<file path="config.mk">
export PLATFORM = sky130hd
export DESIGN_NAME = pointer_gesture_classifier_flat
export DESIGN_NICKNAME = d
export VERILOG_FILES = /design/src/hw/rtl/pgc_pkg.sv /design/src/hw/rtl/pgc_ifs.sv /design/src/hw/rtl/pointer_gesture_classifier.sv /design/src/flat_wrapper.sv
export SDC_FILE = /design/constraint.sdc
export NUM_CORES = 1
export LEC_CHECK = 0
export ABC_CLOCK_PERIOD_IN_PS = 9300
export BUFFER_PORTS_ARGS = -buffer_cell sky130_fd_sc_hd__buf_4
export CORE_UTILIZATION = 55
export DETAILED_ROUTE_END_ITERATION = 7
export PLACE_DENSITY = 0.78
export SKIP_LAST_GASP = 1
export SLEW_MARGIN = 25
export SYNTH_ARGS = -nofsm -noshare
export SYNTH_HDL_FRONTEND = slang
export SYNTH_SLANG_ARGS = --single-unit
</file>
<file path="constraint.sdc">
create_clock -name clk -period 9.3 [get_ports clk]
set_input_delay 1.395 -clock clk [delete_from_list [all_inputs] [get_ports clk]]
set_output_delay 1.395 -clock clk [all_outputs]
set_load 0.02 [all_outputs]
</file>
<file path="src/hw/rtl/pgc_pkg.sv">
`timescale 1ns / 1ps

package pgc_pkg;

  localparam int unsigned COORD_W    = 16;
  localparam int unsigned MOVE_W     = 17;
  localparam int unsigned WHEEL_W    = 17;
  localparam int unsigned TICK_W     = 16;
  localparam int unsigned ACCUM_W    = 32;
  localparam int unsigned VP_W       = 14;
  localparam int unsigned CFG_IDX_W  = 3;
  localparam int unsigned CFG_DATA_W = 16;

  localparam logic [TICK_W-1:0] CLICK_WINDOW_RESET = 16'd400;

  localparam logic [CFG_IDX_W-1:0] CFG_VIEWPORT_LEFT   = 3'd0;
  localparam logic [CFG_IDX_W-1:0] CFG_VIEWPORT_TOP    = 3'd1;
  localparam logic [CFG_IDX_W-1:0] CFG_VIEWPORT_WIDTH  = 3'd2;
  localparam logic [CFG_IDX_W-1:0] CFG_VIEWPORT_HEIGHT = 3'd3;
  localparam logic [CFG_IDX_W-1:0] CFG_CLICK_WINDOW    = 3'd4;

  typedef enum logic [2:0] {
    GEST_NONE       = 3'd0,
    GEST_LEFT_DOWN  = 3'd1,
    GEST_LEFT_DRAG  = 3'd2,
    GEST_DRAG_UP    = 3'd3,
    GEST_CLICK      = 3'd4,
    GEST_DBL_CLICK  = 3'd5
  } gesture_t;

endpackage

</file>
<file path="src/hw/rtl/pgc_ifs.sv">
`timescale 1ns / 1ps

interface pgc_in_if;
  import pgc_pkg::*;
  logic                       valid;
  logic                       ready;
  logic [TICK_W-1:0]          elapsed_ticks;
  logic signed [COORD_W-1:0]  cursor_x;
  logic signed [COORD_W-1:0]  cursor_y;
  logic                       left_level;
  logic                       right_level;
  logic                       middle_level;
  logic [TICK_W-1:0]          wheel_raw;

  modport source (output valid, elapsed_ticks, cursor_x, cursor_y, left_level,
                  right_level, middle_level, wheel_raw, input ready);
  modport sink (input valid, elapsed_ticks, cursor_x, cursor_y, left_level,
                right_level, middle_level, wheel_raw, output ready);
endinterface

interface pgc_out_if;
  import pgc_pkg::*;
  logic                       valid;
  logic                       ready;
  logic signed [COORD_W-1:0]  pos_x;
  logic signed [COORD_W-1:0]  pos_y;
  logic signed [MOVE_W-1:0]   move_x;
  logic signed [MOVE_W-1:0]   move_y;
  logic signed [WHEEL_W-1:0]  wheel;
  gesture_t                   gesture;
  logic                       left_click;
  logic                       right_click;
  logic                       right_release;
  logic                       middle_release;
  logic                       inside_res;

  modport source (output valid, pos_x, pos_y, move_x, move_y, wheel, gesture,
                  left_click, right_click, right_release, middle_release,
                  inside_res, input ready);
  modport sink (input valid, pos_x, pos_y, move_x, move_y, wheel, gesture,
                left_click, right_click, right_release, middle_release,
                inside_res, output ready);
endinterface

interface pgc_cfg_if;
  import pgc_pkg::*;
  logic                   valid;
  logic                   ready;
  logic [CFG_IDX_W-1:0]   index;
  logic [CFG_DATA_W-1:0]  data;

  modport source (output valid, index, data, input ready);
  modport sink (input valid, index, data, output ready);
endinterface

</file>
<file path="src/hw/rtl/pointer_gesture_classifier.sv">
`timescale 1ns / 1ps
// An accepted request has its result in the output register in the next cycle.
// Throughput: 1 request per cycle; the output register is the only stage, and
// a new request is taken whenever the result register is empty or being drained.
// Reset (rst, synchronous): viewport 0, click window 400, all tracking state
// cleared, output empty.

module pointer_gesture_classifier (
  input  logic       clk,
  input  logic       rst,
  pgc_in_if.sink     in_chan,
  pgc_out_if.source  out_chan,
  pgc_cfg_if.sink    cfg_chan
);
  import pgc_pkg::*;

  // configuration
  logic [VP_W-1:0]   vp_left;
  logic [VP_W-1:0]   vp_top;
  logic [VP_W-1:0]   vp_width;
  logic [VP_W-1:0]   vp_height;
  logic [TICK_W-1:0] click_window;

  // tracking state
  logic [ACCUM_W-1:0]  tick_accum;
  logic                first_click_pending;
  logic                left_down;
  logic                right_down;
  logic                middle_down;
  logic [2*COORD_W-1:0] left_press_point;
  logic [2*COORD_W-1:0] right_press_point;
  logic [2*COORD_W-1:0] last_position;
  gesture_t            last_gesture;
  logic                left_flag;
  logic                right_flag;

  logic                out_valid;
  logic                accept;

  // next values
  logic [ACCUM_W-1:0]   tick_accum_next;
  logic                 first_click_pending_next;
  logic                 left_down_next;
  logic                 right_down_next;
  logic                 middle_down_next;
  logic [2*COORD_W-1:0] left_press_point_next;
  logic [2*COORD_W-1:0] right_press_point_next;
  gesture_t             last_gesture_next;
  logic                 left_flag_next;
  logic                 right_flag_next;

  logic [ACCUM_W:0]      acc_sum;
  logic [ACCUM_W-1:0]    acc_sat;
  logic                  pend_live;
  logic signed [17:0]    x0, x1, x2, y0, y1, y2;
  logic signed [17:0]    vl_s, vt_s, x_edge, y_edge;
  logic                  outside;
  logic [2*COORD_W-1:0]  pos;
  logic signed [MOVE_W-1:0] move_x_c, move_y_c;
  logic signed [WHEEL_W-1:0] wheel_c;

  assign cfg_chan.ready = 1'b1;
  assign in_chan.ready  = !out_valid || out_chan.ready;
  assign accept         = in_chan.valid && in_chan.ready;
  assign out_chan.valid = out_valid;

  // saturating tick counter and click expiry
  assign acc_sum   = {1'b0, tick_accum} + {{(ACCUM_W-TICK_W+1){1'b0}}, in_chan.elapsed_ticks};
  assign acc_sat   = acc_sum[ACCUM_W] ? {ACCUM_W{1'b1}} : acc_sum[ACCUM_W-1:0];
  assign pend_live = first_click_pending &&
                     (acc_sat < {{(ACCUM_W-TICK_W){1'b0}}, click_window});

  // viewport clamp: left, top, right, bottom in turn
  assign vl_s   = $signed({4'b0, vp_left});
  assign vt_s   = $signed({4'b0, vp_top});
  assign x_edge = vl_s + $signed({4'b0, vp_width});
  assign y_edge = vt_s + $signed({4'b0, vp_height});
  assign x0     = {{2{in_chan.cursor_x[15]}}, in_chan.cursor_x};
  assign y0     = {{2{in_chan.cursor_y[15]}}, in_chan.cursor_y};
  assign x1     = (x0 < vl_s) ? vl_s : x0;
  assign y1     = (y0 < vt_s) ? vt_s : y0;
  assign x2     = (x1 >= x_edge) ? x_edge - 18'sd1 : x1;
  assign y2     = (y1 >= y_edge) ? y_edge - 18'sd1 : y1;
  assign outside = (x0 < vl_s) || (y0 < vt_s) || (x1 >= x_edge) || (y1 >= y_edge);
  assign pos    = {y2[15:0], x2[15:0]};

  assign move_x_c = $signed({x2[15], x2[15:0]}) -
                    $signed({last_position[15], last_position[15:0]});
  assign move_y_c = $signed({y2[15], y2[15:0]}) -
                    $signed({last_position[31], last_position[31:16]});

  // raw above 32768 reads as raw - 65536
  assign wheel_c = (in_chan.wheel_raw > 16'd32768) ? $signed({1'b1, in_chan.wheel_raw})
                                                   : $signed({1'b0, in_chan.wheel_raw});

  always_comb begin
    tick_accum_next          = acc_sat;
    first_click_pending_next = pend_live;
    left_down_next           = left_down;
    right_down_next          = right_down;
    middle_down_next         = middle_down;
    left_press_point_next    = left_press_point;
    right_press_point_next   = right_press_point;
    last_gesture_next        = last_gesture;
    left_flag_next           = left_flag;
    right_flag_next          = right_flag;
    if (!outside) begin
      left_flag_next   = 1'b0;
      right_flag_next  = 1'b0;
      middle_down_next = in_chan.middle_level;
      if (in_chan.left_level) begin
        last_gesture_next = GEST_LEFT_DOWN;
        if (!left_down) begin
          left_down_next        = 1'b1;
          left_press_point_next = pos;
        end else if (left_press_point != pos) begin
          last_gesture_next = GEST_LEFT_DRAG;
        end
        if (!pend_live) begin
          tick_accum_next = '0;
        end
      end else if (left_down) begin
        left_down_next = 1'b0;
        if (!pend_live) begin
          first_click_pending_next = 1'b1;
          if (last_gesture == GEST_LEFT_DRAG) begin
            last_gesture_next = GEST_DRAG_UP;
          end else begin
            last_gesture_next = GEST_CLICK;
            left_flag_next    = 1'b1;
          end
        end else begin
          if (left_press_point == pos) begin
            last_gesture_next = GEST_DBL_CLICK;
          end
          first_click_pending_next = 1'b0;
        end
      end else begin
        // left idle: follow the right button
        if (in_chan.right_level) begin
          if (!right_down) begin
            right_down_next        = 1'b1;
            right_press_point_next = pos;
          end
        end else begin
          right_flag_next = right_down && (right_press_point == pos);
          right_down_next = 1'b0;
        end
        last_gesture_next = GEST_NONE;
      end
    end
  end

  always_ff @(posedge clk) begin
    if (rst) begin
      vp_left             <= '0;
      vp_top              <= '0;
      vp_width            <= '0;
      vp_height           <= '0;
      click_window        <= CLICK_WINDOW_RESET;
      tick_accum          <= '0;
      first_click_pending <= 1'b0;
      left_down           <= 1'b0;
      right_down          <= 1'b0;
      middle_down         <= 1'b0;
      left_press_point    <= '0;
      right_press_point   <= '0;
      last_position       <= '0;
      last_gesture        <= GEST_NONE;
      left_flag           <= 1'b0;
      right_flag          <= 1'b0;
      out_valid           <= 1'b0;
    end else begin
      if (cfg_chan.valid) begin
        unique case (cfg_chan.index)
          CFG_VIEWPORT_LEFT:   vp_left      <= cfg_chan.data[VP_W-1:0];
          CFG_VIEWPORT_TOP:    vp_top       <= cfg_chan.data[VP_W-1:0];
          CFG_VIEWPORT_WIDTH:  vp_width     <= cfg_chan.data[VP_W-1:0];
          CFG_VIEWPORT_HEIGHT: vp_height    <= cfg_chan.data[VP_W-1:0];
          CFG_CLICK_WINDOW:    click_window <= cfg_chan.data[TICK_W-1:0];
          default: ;
        endcase
      end
      if (accept) begin
        tick_accum          <= tick_accum_next;
        first_click_pending <= first_click_pending_next;
        left_down           <= left_down_next;
        right_down          <= right_down_next;
        middle_down         <= middle_down_next;
        left_press_point    <= left_press_point_next;
        right_press_point   <= right_press_point_next;
        last_position       <= pos;
        last_gesture        <= last_gesture_next;
        left_flag           <= left_flag_next;
        right_flag          <= right_flag_next;
        out_valid           <= 1'b1;
      end else if (out_chan.ready) begin
        out_valid <= 1'b0;
      end
    end
  end

  always_ff @(posedge clk) begin
    if (accept) begin
      out_chan.pos_x          <= $signed(x2[15:0]);
      out_chan.pos_y          <= $signed(y2[15:0]);
      out_chan.move_x         <= move_x_c;
      out_chan.move_y         <= move_y_c;
      out_chan.wheel          <= wheel_c;
      out_chan.gesture        <= last_gesture_next;
      out_chan.left_click     <= left_flag_next;
      out_chan.right_click    <= right_flag_next;
      out_chan.right_release  <= right_down && !right_down_next;
      out_chan.middle_release <= middle_down && !middle_down_next;
      out_chan.inside_res     <= !outside;
    end
  end

endmodule

</file>
<file path="src/flat_wrapper.sv">
// flat-port wrapper written by rule: the top's interface ports become plain ports
module pointer_gesture_classifier_flat import pgc_pkg::*;
  (clk, rst, in_chan_valid, in_chan_elapsed_ticks, in_chan_cursor_x, in_chan_cursor_y, in_chan_left_level, in_chan_right_level, in_chan_middle_level, in_chan_wheel_raw, in_chan_ready, out_chan_valid, out_chan_pos_x, out_chan_pos_y, out_chan_move_x, out_chan_move_y, out_chan_wheel, out_chan_gesture, out_chan_left_click, out_chan_right_click, out_chan_right_release, out_chan_middle_release, out_chan_inside_res, out_chan_ready, cfg_chan_valid, cfg_chan_index, cfg_chan_data, cfg_chan_ready);
  pgc_in_if in_chan_i ();
  pgc_out_if out_chan_i ();
  pgc_cfg_if cfg_chan_i ();
  input  logic clk;
  input  logic rst;
  input wire logic [$bits(in_chan_i.valid)-1:0] in_chan_valid;
  input wire logic [$bits(in_chan_i.elapsed_ticks)-1:0] in_chan_elapsed_ticks;
  input wire logic [$bits(in_chan_i.cursor_x)-1:0] in_chan_cursor_x;
  input wire logic [$bits(in_chan_i.cursor_y)-1:0] in_chan_cursor_y;
  input wire logic [$bits(in_chan_i.left_level)-1:0] in_chan_left_level;
  input wire logic [$bits(in_chan_i.right_level)-1:0] in_chan_right_level;
  input wire logic [$bits(in_chan_i.middle_level)-1:0] in_chan_middle_level;
  input wire logic [$bits(in_chan_i.wheel_raw)-1:0] in_chan_wheel_raw;
  output wire logic [$bits(in_chan_i.ready)-1:0] in_chan_ready;
  output wire logic [$bits(out_chan_i.valid)-1:0] out_chan_valid;
  output wire logic [$bits(out_chan_i.pos_x)-1:0] out_chan_pos_x;
  output wire logic [$bits(out_chan_i.pos_y)-1:0] out_chan_pos_y;
  output wire logic [$bits(out_chan_i.move_x)-1:0] out_chan_move_x;
  output wire logic [$bits(out_chan_i.move_y)-1:0] out_chan_move_y;
  output wire logic [$bits(out_chan_i.wheel)-1:0] out_chan_wheel;
  output wire logic [$bits(out_chan_i.gesture)-1:0] out_chan_gesture;
  output wire logic [$bits(out_chan_i.left_click)-1:0] out_chan_left_click;
  output wire logic [$bits(out_chan_i.right_click)-1:0] out_chan_right_click;
  output wire logic [$bits(out_chan_i.right_release)-1:0] out_chan_right_release;
  output wire logic [$bits(out_chan_i.middle_release)-1:0] out_chan_middle_release;
  output wire logic [$bits(out_chan_i.inside_res)-1:0] out_chan_inside_res;
  input wire logic [$bits(out_chan_i.ready)-1:0] out_chan_ready;
  input wire logic [$bits(cfg_chan_i.valid)-1:0] cfg_chan_valid;
  input wire logic [$bits(cfg_chan_i.index)-1:0] cfg_chan_index;
  input wire logic [$bits(cfg_chan_i.data)-1:0] cfg_chan_data;
  output wire logic [$bits(cfg_chan_i.ready)-1:0] cfg_chan_ready;
  assign in_chan_i.valid = in_chan_valid;
  assign in_chan_i.elapsed_ticks = in_chan_elapsed_ticks;
  assign in_chan_i.cursor_x = in_chan_cursor_x;
  assign in_chan_i.cursor_y = in_chan_cursor_y;
  assign in_chan_i.left_level = in_chan_left_level;
  assign in_chan_i.right_level = in_chan_right_level;
  assign in_chan_i.middle_level = in_chan_middle_level;
  assign in_chan_i.wheel_raw = in_chan_wheel_raw;
  assign in_chan_ready = in_chan_i.ready;
  assign out_chan_valid = out_chan_i.valid;
  assign out_chan_pos_x = out_chan_i.pos_x;
  assign out_chan_pos_y = out_chan_i.pos_y;
  assign out_chan_move_x = out_chan_i.move_x;
  assign out_chan_move_y = out_chan_i.move_y;
  assign out_chan_wheel = out_chan_i.wheel;
  assign out_chan_gesture = out_chan_i.gesture;
  assign out_chan_left_click = out_chan_i.left_click;
  assign out_chan_right_click = out_chan_i.right_click;
  assign out_chan_right_release = out_chan_i.right_release;
  assign out_chan_middle_release = out_chan_i.middle_release;
  assign out_chan_inside_res = out_chan_i.inside_res;
  assign out_chan_i.ready = out_chan_ready;
  assign cfg_chan_i.valid = cfg_chan_valid;
  assign cfg_chan_i.index = cfg_chan_index;
  assign cfg_chan_i.data = cfg_chan_data;
  assign cfg_chan_ready = cfg_chan_i.ready;
  pointer_gesture_classifier u_core (.clk(clk), .rst(rst), .in_chan(in_chan_i), .out_chan(out_chan_i), .cfg_chan(cfg_chan_i));
endmodule
</file>
==> results.sh <==
export IMPL_status="completed"
export IMPL_place_congestion=0.9342
export IMPL_wl_um=56980
export IMPL_synth_top_area_share=0.2109
export IMPL_timing_final_crit_share=0.9364
export IMPL_dieHeight_um=192.4
export IMPL_placementRows=69
export IMPL_ys_types=103
export IMPL_max_freq_ghz=0.1148
export IMPL_async_flop_share=0
export IMPL_synth_flop_cell="dfxtp_1"
export IMPL_drc=0
export IMPL_dp_hpwl_um=43910
export IMPL_power_density_nw_per_um2=197.3
export IMPL_fin_worst_skew_ps=15.24
export IMPL_crit_slowest_cell="ha_1"
export IMPL_fin_cells=3065
export IMPL_synth_seq_cells=301
export IMPL_finalSetupViolCount=0
export IMPL_grt_pass1_wl_um=89090
export IMPL_avgSynthCellArea_um2=8.283
export IMPL_grt_max_degree=91
export IMPL_grt_pass1_vias=16750
export IMPL_fin_nets=2826
export IMPL_relSlewSlack=0.3100
export IMPL_start_util=0.5603
export IMPL_cp_arrival_ps=9030
export IMPL_cts_root_buf="clkbuf_16"
export IMPL_wl_per_cell_um=18.59
export IMPL_slew_viol_final=0
export IMPL_worstSetupEndpointType="flop"
export IMPL_worstMarginPinSlew_ps=1029
export IMPL_worstPathMaxFanout=12
export IMPL_crit_path_frequent_cell="a21o_1"
export IMPL_ys_top_cells_by_count="nand2_1, a21oi_1, dfxtp_1"
export IMPL_cts_tree="built"
export IMPL_first_pass_iters=5
export IMPL_ant_nets=0
export IMPL_drt_iter0_markers=1686
export IMPL_antenna_found_initial=0
export IMPL_grt_overflow=0
export IMPL_synthAdderAreaFrac=0.09920
export IMPL_io_pins=185
export IMPL_timing_hold_ws_ps=454.5
export IMPL_cts_buffers=31
export IMPL_insertion_delay_ps=570
export IMPL_ir_worst_vdd_uv=177.5
export IMPL_num_antenna_cells=0
export IMPL_synth_top_cell_by_area="dfxtp_1"
export IMPL_synth_nets=2652
export IMPL_synthCells=2406
export IMPL_slowest_delay_ps=530
export IMPL_cts_buffer_depth=3
export IMPL_clock_sinks=301
export IMPL_worstPathRequired_ps=9620
export IMPL_hold_viol_final=0
export IMPL_p_total_mw=4.551
export IMPL_hold_path_class="flop to flop"
export IMPL_period_needed_ps=8708
export IMPL_clkTransAtPathRegs_ps=60
export IMPL_fillerInstances=2967
export IMPL_synth_area_leaders="dfxtp_1, edfxtp_1, ha_1, nand2_1, a21oi_1"
export IMPL_dieArea_um2=37000
export IMPL_h_tree_depth=1
export IMPL_post_place_ws_ps=59.77
export IMPL_layout_drive_gt1_share=0.1455
export IMPL_setup_tns_ps=0
export IMPL_portBuffers=183
export IMPL_synth_compound_area_frac=0.2150
export IMPL_critPathKind="input pin to flop"
export IMPL_synth_edf_count=91
export IMPL_synth_top_family_by_area="compound AO/OA/AOI/OAI gates"
export IMPL_synth_most_common_cell="nand2_1"
export IMPL_vias=18250
export IMPL_grtUsageTotal=0.3019
export IMPL_die_w_um=192.4
export IMPL_fp_coreArea_um2=35570
export IMPL_p_leak_nw=9.317
export IMPL_rsz0062_at_grt="no"
export IMPL_drv_cap=0
export IMPL_mappedNetlistArea_um2=19930
export IMPL_ys_seq_area_frac=0.3481
export IMPL_synthMuxAreaShare=0.02549
export IMPL_synth_xor_area_frac=0.05625
export IMPL_avgViaCountPerCell=5.956
export IMPL_cp_start_kind="input pin"
export IMPL_area_growth_pct=15.72
export IMPL_yosys_warnings=0
export IMPL_setup_ws_ps=591.9
export IMPL_placed_cells=3008
export IMPL_synth_simple_area_share=0.1995
-- path summary, 6_finish.rpt --
check	start	end	slack, ps	cells past startpoint
min	u_core.click_window[1]	u_core.click_window[1]	450	2
max reg2reg	u_core.vp_left[1]	u_core.out_chan.move_x[14]	990	38
min reg2reg	u_core.click_window[1]	u_core.click_window[1]	450	2
max	in_chan_cursor_x[1]	u_core.out_chan.move_x[14]	590	38
-- layout make-up --
class,instances,area [um^2],share of cell area
repair buffers,252,1924,0.08344
clock buffers,37,869.6,0.03771
inverters,171,644.4,0.02794
well taps,461,576.8,0.02501
clock inverters,20,215.2,0.009332
flip-flops and latches,301,6937,0.3008
multi-input cells,1823,11900,0.5158
-- registers in the layout (all words and copies together) (netlist names), 3 cells and up --
| register | count |
|---|---|
| u_core.left_press_point | 32 |
| u_core.last_position | 32 |
| u_core.vp_height | 14 |
| u_core.vp_left | 14 |
| u_core.click_window | 16 |
| u_core.out_chan.pos_x | 16 |
| u_core.out_chan.gesture | 3 |
| u_core.vp_width | 14 |
| u_core.tick_accum | 32 |
| u_core.out_chan.move_y | 17 |
| u_core.out_chan.wheel | 17 |
| u_core.out_chan.pos_y | 16 |
| u_core.out_chan.move_x | 17 |
| u_core.right_press_point | 32 |
| u_core.vp_top | 14 |
| u_core.last_gesture | 3 |
-- power by group --
group	leakage [nW]	total [mW]	switching [mW]	internal, mW
Sequential	2.58	1.58	0.0512	1.53
Combinational	6.21	1.65	0.984	0.668
Clock	0.527	1.32	0.545	0.776
-- repair_timing --
action | 4_1_cts | 5_1_grt
setup buffers | 0 | 0
hold buffers | 0 | 0
endpoints found under the setup margin | 0 | 2
resized for setup | 0 | 2
-- layout by cell type, fill, tap and decap left out, types with 26 or more instances in the layout --
master	n
a211oi_1	60
a21o_1	45
a21oi_1	246
buf_4	248
clkbuf_16	32
dfxtp_1	210
edfxtp_1	91
ha_1	150
inv_1	169
mux2i_1	26
nand2_1	359
nand2b_1	27
nand3_1	47
nand4_1	26
nor2_1	192
nor3_1	39
nor4_1	26
o21ai_0	98
xnor2_1	71
xor2_1	39
-- worst max-delay path, delay by kind of cell --
kind	cells	cell delay (ps)
buffers and inverters	3	480
AO/OA/AOI/OAI	26	4840
multiplexers	1	350
AND/OR/NAND/NOR	4	410
adder cells (fa/ha/maj)	4	1550
-- kinds of logic (layout without fill, tap and decap cells) --
kind of cell,count (synthesis),after routing
simple gates,849,849
fa+ha+maj,155,155
flops,301,301
buf+inv,282,480
compound gates,654,654
xor+xnor,117,117
mux,47,47
other cells,1,1
-- metal layers --
metal | vias to the layer above | track usage | part of all wire
met5 | - | 0 | 0
met3 | 101 | 0.02910 | 0.062
met1 | 8569 | 0.4328 | 0.46
met2 | 655 | 0.4779 | 0.44
met4 | 0 | 0.09237 | 0.030
li1 | 8929 | - | -
-- per-stage QoR --
stage / utilization / area [um^2]
3_5_place_dp: 0.6178 / 21970
6_report: 0.6484 / 23060
2_1_floorplan: - / 19930
5_1_grt: 0.6484 / 23060
3_3_place_gp: 0.6176 / 21970
4_1_cts: 0.6483 / 23060
Note: power is estimated with default switching activity, not from simulation.
